--- config.mk ---
export PLATFORM = sky130hd
export DESIGN_NAME = aes128_keymem
export DESIGN_NICKNAME = d
export VERILOG_FILES = /design/src/rtl/aes128_pkg.sv /design/src/rtl/aes128_keymem.sv
export SDC_FILE = /design/constraint.sdc
export NUM_CORES = 2
export LEC_CHECK = 0
export BUFFER_PORTS_ARGS = -buffer_cell sky130_fd_sc_hd__buf_2
export CORE_MARGIN = 1.5
export CORE_UTILIZATION = 54
export DETAILED_ROUTE_END_ITERATION = 12
export GPL_TIMING_DRIVEN = 0
export PLACE_DENSITY = 0.76
export SLEW_MARGIN = 0
export SYNTH_ARGS = -nofsm -noshare
export SYNTH_HDL_FRONTEND = slang
export SYNTH_SLANG_ARGS = --single-unit
--- constraint.sdc ---
create_clock -name i_clk -period 5.3 [get_ports i_clk]
set_clock_uncertainty 0.15 [all_clocks]
set_input_delay 0.53 -clock i_clk [delete_from_list [all_inputs] [get_ports i_clk]]
set_output_delay 0.53 -clock i_clk [all_outputs]
set_load 0.03 [all_outputs]
--- src/rtl/aes128_pkg.sv ---
// AES-128 core package: payload structs, S-box functions, MixColumns helpers.
// Depends on nothing; imported by every module in rtl/.
`default_nettype none
package aes128_pkg;

    typedef struct packed {
        logic        req_type;
        logic [63:0] block_upper;
        logic [63:0] block_lower;
    } t_in_item;

    typedef struct packed {
        logic [63:0] result_upper;
        logic [63:0] result_lower;
    } t_out_item;

    localparam logic [0:0] REG_KEY_UPPER = 1'b0;
    localparam logic [0:0] REG_KEY_LOWER = 1'b1;
    localparam logic       DIR_ENC       = 1'b0;
    localparam logic [7:0] RCON_FIRST    = 8'h01;
    localparam logic [7:0] GF_POLY       = 8'h1b;

    function automatic logic [7:0] sbox(input logic [7:0] x);
        logic [7:0] t [256];
        t = '{
        8'h63,8'h7c,8'h77,8'h7b,8'hf2,8'h6b,8'h6f,8'hc5,8'h30,8'h01,8'h67,8'h2b,8'hfe,8'hd7,8'hab,8'h76,
        8'hca,8'h82,8'hc9,8'h7d,8'hfa,8'h59,8'h47,8'hf0,8'had,8'hd4,8'ha2,8'haf,8'h9c,8'ha4,8'h72,8'hc0,
        8'hb7,8'hfd,8'h93,8'h26,8'h36,8'h3f,8'hf7,8'hcc,8'h34,8'ha5,8'he5,8'hf1,8'h71,8'hd8,8'h31,8'h15,
        8'h04,8'hc7,8'h23,8'hc3,8'h18,8'h96,8'h05,8'h9a,8'h07,8'h12,8'h80,8'he2,8'heb,8'h27,8'hb2,8'h75,
        8'h09,8'h83,8'h2c,8'h1a,8'h1b,8'h6e,8'h5a,8'ha0,8'h52,8'h3b,8'hd6,8'hb3,8'h29,8'he3,8'h2f,8'h84,
        8'h53,8'hd1,8'h00,8'hed,8'h20,8'hfc,8'hb1,8'h5b,8'h6a,8'hcb,8'hbe,8'h39,8'h4a,8'h4c,8'h58,8'hcf,
        8'hd0,8'hef,8'haa,8'hfb,8'h43,8'h4d,8'h33,8'h85,8'h45,8'hf9,8'h02,8'h7f,8'h50,8'h3c,8'h9f,8'ha8,
        8'h51,8'ha3,8'h40,8'h8f,8'h92,8'h9d,8'h38,8'hf5,8'hbc,8'hb6,8'hda,8'h21,8'h10,8'hff,8'hf3,8'hd2,
        8'hcd,8'h0c,8'h13,8'hec,8'h5f,8'h97,8'h44,8'h17,8'hc4,8'ha7,8'h7e,8'h3d,8'h64,8'h5d,8'h19,8'h73,
        8'h60,8'h81,8'h4f,8'hdc,8'h22,8'h2a,8'h90,8'h88,8'h46,8'hee,8'hb8,8'h14,8'hde,8'h5e,8'h0b,8'hdb,
        8'he0,8'h32,8'h3a,8'h0a,8'h49,8'h06,8'h24,8'h5c,8'hc2,8'hd3,8'hac,8'h62,8'h91,8'h95,8'he4,8'h79,
        8'he7,8'hc8,8'h37,8'h6d,8'h8d,8'hd5,8'h4e,8'ha9,8'h6c,8'h56,8'hf4,8'hea,8'h65,8'h7a,8'hae,8'h08,
        8'hba,8'h78,8'h25,8'h2e,8'h1c,8'ha6,8'hb4,8'hc6,8'he8,8'hdd,8'h74,8'h1f,8'h4b,8'hbd,8'h8b,8'h8a,
        8'h70,8'h3e,8'hb5,8'h66,8'h48,8'h03,8'hf6,8'h0e,8'h61,8'h35,8'h57,8'hb9,8'h86,8'hc1,8'h1d,8'h9e,
        8'he1,8'hf8,8'h98,8'h11,8'h69,8'hd9,8'h8e,8'h94,8'h9b,8'h1e,8'h87,8'he9,8'hce,8'h55,8'h28,8'hdf,
        8'h8c,8'ha1,8'h89,8'h0d,8'hbf,8'he6,8'h42,8'h68,8'h41,8'h99,8'h2d,8'h0f,8'hb0,8'h54,8'hbb,8'h16};
        return t[x];
    endfunction

    function automatic logic [7:0] inv_sbox(input logic [7:0] x);
        logic [7:0] t [256];
        t = '{
        8'h52,8'h09,8'h6a,8'hd5,8'h30,8'h36,8'ha5,8'h38,8'hbf,8'h40,8'ha3,8'h9e,8'h81,8'hf3,8'hd7,8'hfb,
        8'h7c,8'he3,8'h39,8'h82,8'h9b,8'h2f,8'hff,8'h87,8'h34,8'h8e,8'h43,8'h44,8'hc4,8'hde,8'he9,8'hcb,
        8'h54,8'h7b,8'h94,8'h32,8'ha6,8'hc2,8'h23,8'h3d,8'hee,8'h4c,8'h95,8'h0b,8'h42,8'hfa,8'hc3,8'h4e,
        8'h08,8'h2e,8'ha1,8'h66,8'h28,8'hd9,8'h24,8'hb2,8'h76,8'h5b,8'ha2,8'h49,8'h6d,8'h8b,8'hd1,8'h25,
        8'h72,8'hf8,8'hf6,8'h64,8'h86,8'h68,8'h98,8'h16,8'hd4,8'ha4,8'h5c,8'hcc,8'h5d,8'h65,8'hb6,8'h92,
        8'h6c,8'h70,8'h48,8'h50,8'hfd,8'hed,8'hb9,8'hda,8'h5e,8'h15,8'h46,8'h57,8'ha7,8'h8d,8'h9d,8'h84,
        8'h90,8'hd8,8'hab,8'h00,8'h8c,8'hbc,8'hd3,8'h0a,8'hf7,8'he4,8'h58,8'h05,8'hb8,8'hb3,8'h45,8'h06,
        8'hd0,8'h2c,8'h1e,8'h8f,8'hca,8'h3f,8'h0f,8'h02,8'hc1,8'haf,8'hbd,8'h03,8'h01,8'h13,8'h8a,8'h6b,
        8'h3a,8'h91,8'h11,8'h41,8'h4f,8'h67,8'hdc,8'hea,8'h97,8'hf2,8'hcf,8'hce,8'hf0,8'hb4,8'he6,8'h73,
        8'h96,8'hac,8'h74,8'h22,8'he7,8'had,8'h35,8'h85,8'he2,8'hf9,8'h37,8'he8,8'h1c,8'h75,8'hdf,8'h6e,
        8'h47,8'hf1,8'h1a,8'h71,8'h1d,8'h29,8'hc5,8'h89,8'h6f,8'hb7,8'h62,8'h0e,8'haa,8'h18,8'hbe,8'h1b,
        8'hfc,8'h56,8'h3e,8'h4b,8'hc6,8'hd2,8'h79,8'h20,8'h9a,8'hdb,8'hc0,8'hfe,8'h78,8'hcd,8'h5a,8'hf4,
        8'h1f,8'hdd,8'ha8,8'h33,8'h88,8'h07,8'hc7,8'h31,8'hb1,8'h12,8'h10,8'h59,8'h27,8'h80,8'hec,8'h5f,
        8'h60,8'h51,8'h7f,8'ha9,8'h19,8'hb5,8'h4a,8'h0d,8'h2d,8'he5,8'h7a,8'h9f,8'h93,8'hc9,8'h9c,8'hef,
        8'ha0,8'he0,8'h3b,8'h4d,8'hae,8'h2a,8'hf5,8'hb0,8'hc8,8'heb,8'hbb,8'h3c,8'h83,8'h53,8'h99,8'h61,
        8'h17,8'h2b,8'h04,8'h7e,8'hba,8'h77,8'hd6,8'h26,8'he1,8'h69,8'h14,8'h63,8'h55,8'h21,8'h0c,8'h7d};
        return t[x];
    endfunction

    function automatic logic [7:0] xtime(input logic [7:0] b);
        return {b[6:0], 1'b0} ^ (b[7] ? GF_POLY : 8'h00);
    endfunction

    // 32-bit word helpers; byte 0 of a column sits in bits 31:24
    function automatic logic [31:0] subst_word(input logic [31:0] w);
        return {sbox(w[31:24]), sbox(w[23:16]), sbox(w[15:8]), sbox(w[7:0])};
    endfunction

    function automatic logic [31:0] mix_col(input logic [31:0] w);
        logic [7:0] a0, a1, a2, a3;
        a0 = w[31:24]; a1 = w[23:16]; a2 = w[15:8]; a3 = w[7:0];
        return {xtime(a0) ^ xtime(a1) ^ a1 ^ a2 ^ a3,
                a0 ^ xtime(a1) ^ xtime(a2) ^ a2 ^ a3,
                a0 ^ a1 ^ xtime(a2) ^ xtime(a3) ^ a3,
                xtime(a0) ^ a0 ^ a1 ^ a2 ^ xtime(a3)};
    endfunction

    // inverse mix via the 04/05 pre-multiply, then forward mix
    function automatic logic [31:0] inv_mix_col(input logic [31:0] w);
        logic [7:0] a0, a1, a2, a3, u, v;
        a0 = w[31:24]; a1 = w[23:16]; a2 = w[15:8]; a3 = w[7:0];
        u = xtime(xtime(a0 ^ a2));
        v = xtime(xtime(a1 ^ a3));
        return mix_col({a0 ^ u, a1 ^ v, a2 ^ u, a3 ^ v});
    endfunction

endpackage
`default_nettype wire

--- src/rtl/aes128_keymem.sv ---
// Round-key memory and key expansion sequencer: 44 words, one written per cycle.
// Depends on aes128_pkg.
`default_nettype none
module aes128_keymem (
    input  wire logic         i_clk,
    input  wire logic         i_rst_n,
    input  wire logic         i_start,
    input  wire logic [127:0] i_key,
    input  wire logic [5:0]   i_rd_addr,
    output logic      [31:0]  o_rd_data,
    output logic              o_busy
);
    import aes128_pkg::*;

    localparam int unsigned DEPTH = 44;

    logic [31:0] r_mem [DEPTH];
    logic        r_busy, n_busy;
    logic [5:0]  r_idx, n_idx;
    logic [7:0]  r_rc, n_rc;
    // last four words, w[i-4]..w[i-1]; rotates through the key for words 0..3
    logic [127:0] r_win, n_win;
    logic [31:0]  w_new, t;

    always_comb begin
        t = r_win[31:0];
        if (r_idx[1:0] == 2'd0)
            t = subst_word({t[23:0], t[31:24]}) ^ {r_rc, 24'h0};
        // key words pass straight through
        if (r_idx < 6'd4) t = '0;
        w_new = r_win[127:96] ^ t;
    end

    always_comb begin
        n_busy = r_busy;
        n_idx  = r_idx;
        n_rc   = r_rc;
        n_win  = r_win;
        if (i_start) begin
            n_busy = 1'b1;
            n_idx  = 6'd0;
            n_rc   = RCON_FIRST;
            n_win  = i_key;
        end else if (r_busy) begin
            n_win = {r_win[95:0], w_new};
            n_idx = r_idx + 6'd1;
            if (r_idx >= 6'd4 && r_idx[1:0] == 2'd0) n_rc = xtime(r_rc);
            if (r_idx == 6'(DEPTH - 1)) n_busy = 1'b0;
        end
    end

    always_ff @(posedge i_clk) begin
        if (!i_rst_n) begin
            r_busy <= 1'b0;
            r_idx  <= 6'd0;
        end else begin
            r_busy <= n_busy;
            r_idx  <= n_idx;
        end
        r_rc  <= n_rc;
        r_win <= n_win;
    end

    // memory: one word per cycle while busy
    always_ff @(posedge i_clk) begin
        if (r_busy) begin
            r_mem[r_idx] <= w_new;
        end
        o_rd_data <= r_mem[i_rd_addr];
    end

    assign o_busy = r_busy;

    a_idx_range: assert property (@(posedge i_clk) disable iff (!i_rst_n)
        r_busy |-> (r_idx < 6'(DEPTH))) else $error("key index out of range");
    a_done: assert property (@(posedge i_clk) disable iff (!i_rst_n)
        (r_busy && r_idx == 6'(DEPTH - 1) && !i_start) |=> !r_busy) else $error("expansion overrun");
    a_start: assert property (@(posedge i_clk) disable iff (!i_rst_n)
        i_start |=> (r_busy && r_idx == 6'd0)) else $error("expansion start");
endmodule
`default_nettype wire

=== Word level (Yosys, flattened, before mapping) ===
Memories as Yosys holds them, arrays and structs flattened. A register that Yosys moved wholly into a read port is not among the register bits.
Cells that the tools add are included.

* Register bits: 143
* Latch bits: 0
* Bits in writable memories: 1408
* Memory bits (read-only): 8192
* Bits of input ports: 137
* Output and inout bits: 33
* Logic and storage cells: 48
* Memories: 5

{| class="wikitable"
|+ Memory list
! memory !! words !! width !! read ports !! clocked after memory_dff !! wr ports !! RTL line !! RTL
|-
| (name not given) || 256 || 8 || 1 || 0 || 0 || aes128_pkg.sv:42 || <nowiki>return t[x];</nowiki>
|-
| (name not given) || 256 || 8 || 1 || 0 || 0 || aes128_pkg.sv:42 ||
|-
| (name not given) || 256 || 8 || 1 || 0 || 0 || aes128_pkg.sv:42 ||
|-
| (name not given) || 256 || 8 || 1 || 0 || 0 || aes128_pkg.sv:42 ||
|-
| r_mem || 44 || 32 || 1 || 1 || 1 || aes128_keymem.sv:17 || <nowiki>logic [31:0] r_mem [DEPTH];</nowiki>
|}

* $add $sub $neg: 1
* Multiply operators: 0
* Div/mod/pow operators: 0
* Magnitude comparators: 6
* Eq/ne operators: 1
* Shift operators: 0
* Muxes and demuxes: 18
* Bitwise logic cells: 8
* Reduce and logical (&&, ||, !) cells: 5

{| class="wikitable"
|+ Operator list
! kind !! number
|-
| $mux W128 || 2
|-
| $mux W32 || 2
|-
| $mux W8 || 8
|-
| $xor A32 B32 Y32 || 2
|-
| $ge A9 B9 Y1 const B || 4
|-
| $not A8 Y9 || 4
|-
| $xor A8 B5 Y8 || 1
|-
| $add A6 B1 Y6 const B || 1
|-
| $eq A6 B6 Y1 const B || 1
|-
| $ge A6 B3 Y1 const B || 1
|-
| $lt A6 B3 Y1 const B || 1
|-
| $mux W1 || 5
|-
| $mux W5 || 1
|-
| $logic_not A2 Y1 || 1
|-
| $reduce_and A2 Y1 || 1
|-
| $reduce_bool A2 Y1 || 1
|-
| $reduce_or A2 Y1 || 1
|-
| $logic_and A1 B1 Y1 || 1
|-
| $not A1 Y1 || 1
|}

=== Depth between registers and ports, before layout ===
* Word-level depth: 10
* Mapped depth: 16
* Mapped depth without buffers: 11

=== Worst setup path before layout ===
OpenSTA, ideal clock, no wires.

* Kind: register to register
* From: reg r_win[1]
* To: reg r_win[13], data pin
* Library setup time: 142 ps
* Data arrival time: 5062 ps
* Data required time: 5008 ps
* Path slack: -53 ps
* Cell stages (with the launch flop): 15
* Path buffers: 4
* Clock period less this slack: 5353 ps
* Path through: edfxtp_1 -> clkbuf_1 -> clkbuf_1 -> clkbuf_1 -> inv_1 -> ha_1 -> buf_2 -> and2b_1 -> nor2_1 -> mux4_2 -> mux4_2 -> o21ai_1 -> o21ai_1 -> xnor2_1 -> mux2_2

* Cells in the longest elaborated chain, start to end: 10

{| class="wikitable"
|+ Ends and longest elaborated chain
! what !! RTL line !! RTL
|-
| start, declared || aes128_keymem.sv:22 || <nowiki>logic [127:0] r_win, n_win;</nowiki>
|-
| start signal, assigned || aes128_keymem.sv:61 || <nowiki>r_win <= n_win;</nowiki>
|-
| $not A8 Y9 (not written as such) || aes128_pkg.sv:42 ||
|-
| $mem_v2 Z256 W8 || - ||
|-
| $mux W8 (not written as such) (2 in a row) || aes128_pkg.sv:42 ||
|-
| $xor A32 B32 Y32 || aes128_keymem.sv:28 || <nowiki>t = subst_word({t[23:0], t[31:24]}) ^ {r_rc, 24'h0};</nowiki>
|-
| $mux W32 || aes128_keymem.sv:27 || <nowiki>if (r_idx[1:0] == 2'd0)</nowiki>
|-
| $mux W32 || aes128_keymem.sv:30 || <nowiki>if (r_idx < 6'd4) t = '0;</nowiki>
|-
| $xor A32 B32 Y32 || aes128_keymem.sv:31 || <nowiki>w_new = r_win[127:96] ^ t;</nowiki>
|-
| named net w_new[13] || aes128_keymem.sv:23 || <nowiki>logic [31:0] w_new, t;</nowiki>
|-
| $mux W128 || aes128_keymem.sv:44 || <nowiki>end else if (r_busy) begin</nowiki>
|-
| $mux W128 || aes128_keymem.sv:39 || <nowiki>if (i_start) begin</nowiki>
|-
| named net n_win[13] || aes128_keymem.sv:22 ||
|}

The timed path passes the listed nets, and every way through them passes these cells. The select of a mux whose other input is x is not followed.
A chain may end at the register's enable or synchronous reset.

=== Final worst setup path ===
* From: reg r_win[9]
* To: mem r_mem[42][19], data pin

* Cells in the longest elaborated chain, start to end: 8

{| class="wikitable"
|+ Ends and longest elaborated chain
! what !! RTL line
|-
| $not A8 Y9 (not written as such) || aes128_pkg.sv:42
|-
| $mem_v2 Z256 W8 || -
|-
| $mux W8 (not written as such) (2 in a row) || aes128_pkg.sv:42
|-
| $xor A32 B32 Y32 || aes128_keymem.sv:28
|-
| $mux W32 || aes128_keymem.sv:27
|-
| $mux W32 || aes128_keymem.sv:30
|-
| $xor A32 B32 Y32 || aes128_keymem.sv:31
|-
| named net w_new[19] || aes128_keymem.sv:23
|-
| end, declared || aes128_keymem.sv:17
|}

The timed path passes the listed nets, and every way through them passes these cells. The select of a mux whose other input is x is not followed.

==> results.sh <==
export IMPL_grt_usage=0.4261
export IMPL_synth_seq_cells=1583
export IMPL_cts_htree_levels=4
export IMPL_drt_iter0_markers=10280
export IMPL_first_global_vias=53420
export IMPL_synth_adder_area_share=0.01050
export IMPL_max_cap_violations=0
export IMPL_die_area_um2=139000
export IMPL_drt_pass1_iterations=9
export IMPL_synth_ff_type="edfxtp_1"
export IMPL_dp_hpwl_mm=193.0
export IMPL_synth_top_family_by_area="multiplexers"
export IMPL_cts_tree="done"
export IMPL_clock_latency_ns=0.84
export IMPL_post_route_period_util=1.018
export IMPL_setup_viol=67
export IMPL_drive_above_1_share=0.2413
export IMPL_synth_nets=4997
export IMPL_dpl_cell_count=6837
export IMPL_yosysMostFrequentCell="edfxtp_1"
export IMPL_avgSynthCellArea_um2=15.39
export IMPL_yosys_warnings=0
export IMPL_ir_worst_vdd_mv=0.3716
export IMPL_routed_wl_mm=297.7
export IMPL_grt_max_degree=72
export IMPL_rsz0062_at_grt="no"
export IMPL_fin_crit_ns=5.393
export IMPL_synth_mux_area_frac=0.1705
export IMPL_synthArstFlopShare=0
export IMPL_clkSlewWorstSetupHoldPaths_ns=0.07
export IMPL_ant_nets=0
export IMPL_drc=0
export IMPL_startpoint_type="register"
export IMPL_top_usage_layer="met2"
export IMPL_hold_path_class="input port to register"
export IMPL_synthTopCellsByArea="edfxtp_1 62%, mux4_2 14%, o21ai_0 1.9%"
export IMPL_tightest_slew_ns=1.449
export IMPL_synth_xor_area_frac=0.005100
export IMPL_routedWlPerCell_um=40.94
export IMPL_power_density_nw_per_um2=363.7
export IMPL_vias=54060
export IMPL_crit_path_max_fanout=22
export IMPL_setup_slack_ns=-0.09276
export IMPL_start_util=0.5444
export IMPL_io_buffers=162
export IMPL_grt_pass1_wl_mm=414.4
export IMPL_synth_simple_gate_area_frac=0.06393
export IMPL_crit_type="register to register"
export IMPL_met3_usage=0.1015
export IMPL_synth_edf_count=1536
export IMPL_cp_slowest_cell="nor2_1"
export IMPL_synth_top_area_frac=0.6246
export IMPL_ys_seq_area_frac=0.6373
export IMPL_synth_compound_area_share=0.08789
export IMPL_use_met2=0.6609
export IMPL_grt_use_met1=0.5534
export IMPL_synth_top_area_cell="edfxtp_1"
export IMPL_synth_area_um2=73850
export IMPL_synth_cell_type_count=84
export IMPL_area_delta_synth_final_pct=16.62
export IMPL_cp_required_ns=5.63
export IMPL_fmax_ghz=0.1854
export IMPL_endpoint_kind="register"
export IMPL_post_place_ws_ns=-1.898
export IMPL_violations="negative setup slack"
export IMPL_die_w_um=372.8
export IMPL_slew_violations=0
export IMPL_crit_path_max_incr_delay_ns=0.85
export IMPL_finalHoldViolCount=0
export IMPL_p_leak_uw=0.02816
export IMPL_antenna_found_initial=10
export IMPL_io_pins=170
export IMPL_status="complete, but fails checks"
export IMPL_via_per_inst=7.434
export IMPL_fin_cells=7272
export IMPL_overflow=0
export IMPL_critPathTopFamily="simple AND/OR/NAND/NOR gates"
export IMPL_place_gp_congestion=1.008
export IMPL_cts_buffer_depth=3
export IMPL_die_y_um=372.8
export IMPL_crit_buf_inv=2
export IMPL_clockRootBuffer="clkbuf_16"
export IMPL_rows=135
export IMPL_numCtsBuffers=154
export IMPL_cts_sink_count=1583
export IMPL_nets=5558
export IMPL_ys_top_cells_by_count="1536 x edfxtp_1, 474 x mux4_2, 314 x nand2_1"
export IMPL_crit_chain="clkbuf_2 -> clkinvlp_4 -> ha_1 -> nor2_1 -> nor2_1 -> mux4_2 -> a22oi_1 -> mux4_2 -> a211oi_1 -> a31o_2 -> nor2_4"
export IMPL_syn_instance_count=4798
export IMPL_core_area_um2=135600
export IMPL_slew_headroom=0.03430
export IMPL_critical_path_arrival_ns=5.73
## sequential cells by signal, indices dropped and copies added (netlist names)
name       count
o_busy         1
r_rc           8
r_mem       1408
r_win        128
o_rd_data     32
r_idx          6
## report_power, final
part | switching [uW] | leakage [uW] | internal [uW]
Sequential | 132 | 0.0144 | 14100
Combinational | 4100 | 0.0114 | 1850
Clock | 5100 | 0.00244 | 6000
## worst register-to-register path, cell delays in order (launching register included)
cell and delay, ns:
edfxtp_1 0.47, clkbuf_2 0.33, clkinvlp_4 0.20, ha_1 0.34, nor2_1 0.85, nor2_1 0.28, mux4_2 0.53, a22oi_1 0.31
mux4_2 0.50, a211oi_1 0.09, a31o_2 0.36, nor2_4 0.62
## layout by cell type, fill, tap and decap left out, types with 36 or more instances in the layout
master            n
a211oi_1         74
nor2_1          186
clkbuf_1        263
mux2_2           98
a31oi_1          64
o311ai_0         49
clkbuf_16       155
nor3_1           89
nand3_1          90
buf_2           233
buf_1            70
ha_1             59
o21ai_0         276
nand2_1         310
buf_12           53
mux4_2          474
nor2_4           41
o211ai_1         36
clkinv_1         36
dfxtp_1          47
edfxtp_1       1536
a21oi_1         222
nor2b_1          52
a311oi_1         36
dlygate4sd3_1   123
mux2i_1          81
nand2b_1         81
## kinds of logic after synthesis
family                   after synthesis
buffers and inverters                456
XOR/XNOR                              43
adder cells (fa/ha/maj)               62
AND/OR/NAND/NOR                      999
flip-flops                          1583
AO/OA/AOI/OAI                       1002
multiplexers                         653
## stage by stage
stage / TNS, ns / util / area [um^2] / hold WS [ns] / total power, uW
after floorplan: 0 / - / 73870 / 0.3076 / 17530
after global placement: -5158.60 / 0.5670 / 76910 / 0.3350 / 19890
after detailed placement: -1356.20 / 0.5853 / 79390 / 0.3440 / 19910
after CTS: 0 / 0.6339 / 85980 / 0.0002320 / 30980
after global routing: 0 / 0.6349 / 86110 / 0.03453 / 31830
final: -4.312 / 0.6349 / 86120 / 0.05061 / 31320
## layer usage
| metal | vias to the layer above | part of all wire |
|---|---|---|
| li1 | 20460 | - |
| met1 | 27100 | 0.35 |
| met2 | 5303 | 0.46 |
| met3 | 1184 | 0.13 |
| met4 | 8 | 0.073 |
| met5 | - | 0.00020 |
## repair_timing
item                                    in CTS  in global routing
hold endpoints to repair                   126                  0
hold buffers                               123                  0
gates cloned                                 1                  0
endpoints found under the setup margin    1438                712
pin swaps                                    6                  3
setup buffers                               21                 12
gates resized for setup                     38                 23
## path summary, 6_finish.rpt
| path | start | endpoint | slack, ns | cells after the start |
|---|---|---|---|---|
| setup / recovery | r_win[9]$_DFFE_PP_ | r_mem[42][19]$_DFFE_PP_ | -0.09 | 11 |
| hold reg to reg | r_rc[2]$_SDFFE_PP0P_ | r_rc[2]$_SDFFE_PP0P_ | 0.36 | 2 |
| hold / removal | i_key[55] | r_win[55]$_DFFE_PP_ | 0.05 | 3 |
| setup reg to reg | r_win[9]$_DFFE_PP_ | r_mem[42][19]$_DFFE_PP_ | -0.09 | 11 |
## area by class of cell
class,count,area [um^2]
clock buffers,190,4070
flip-flops and latches,1583,47070
repair buffers,414,4065
multi-input cells,2760,25850
inverters,47,191.4
plain buffers,399,1649
well taps,1781,2228
clock inverters,94,988.4
diodes,4,10.01
fillers,9223,49520
Note: power is estimated with default switching activity, not from simulation.
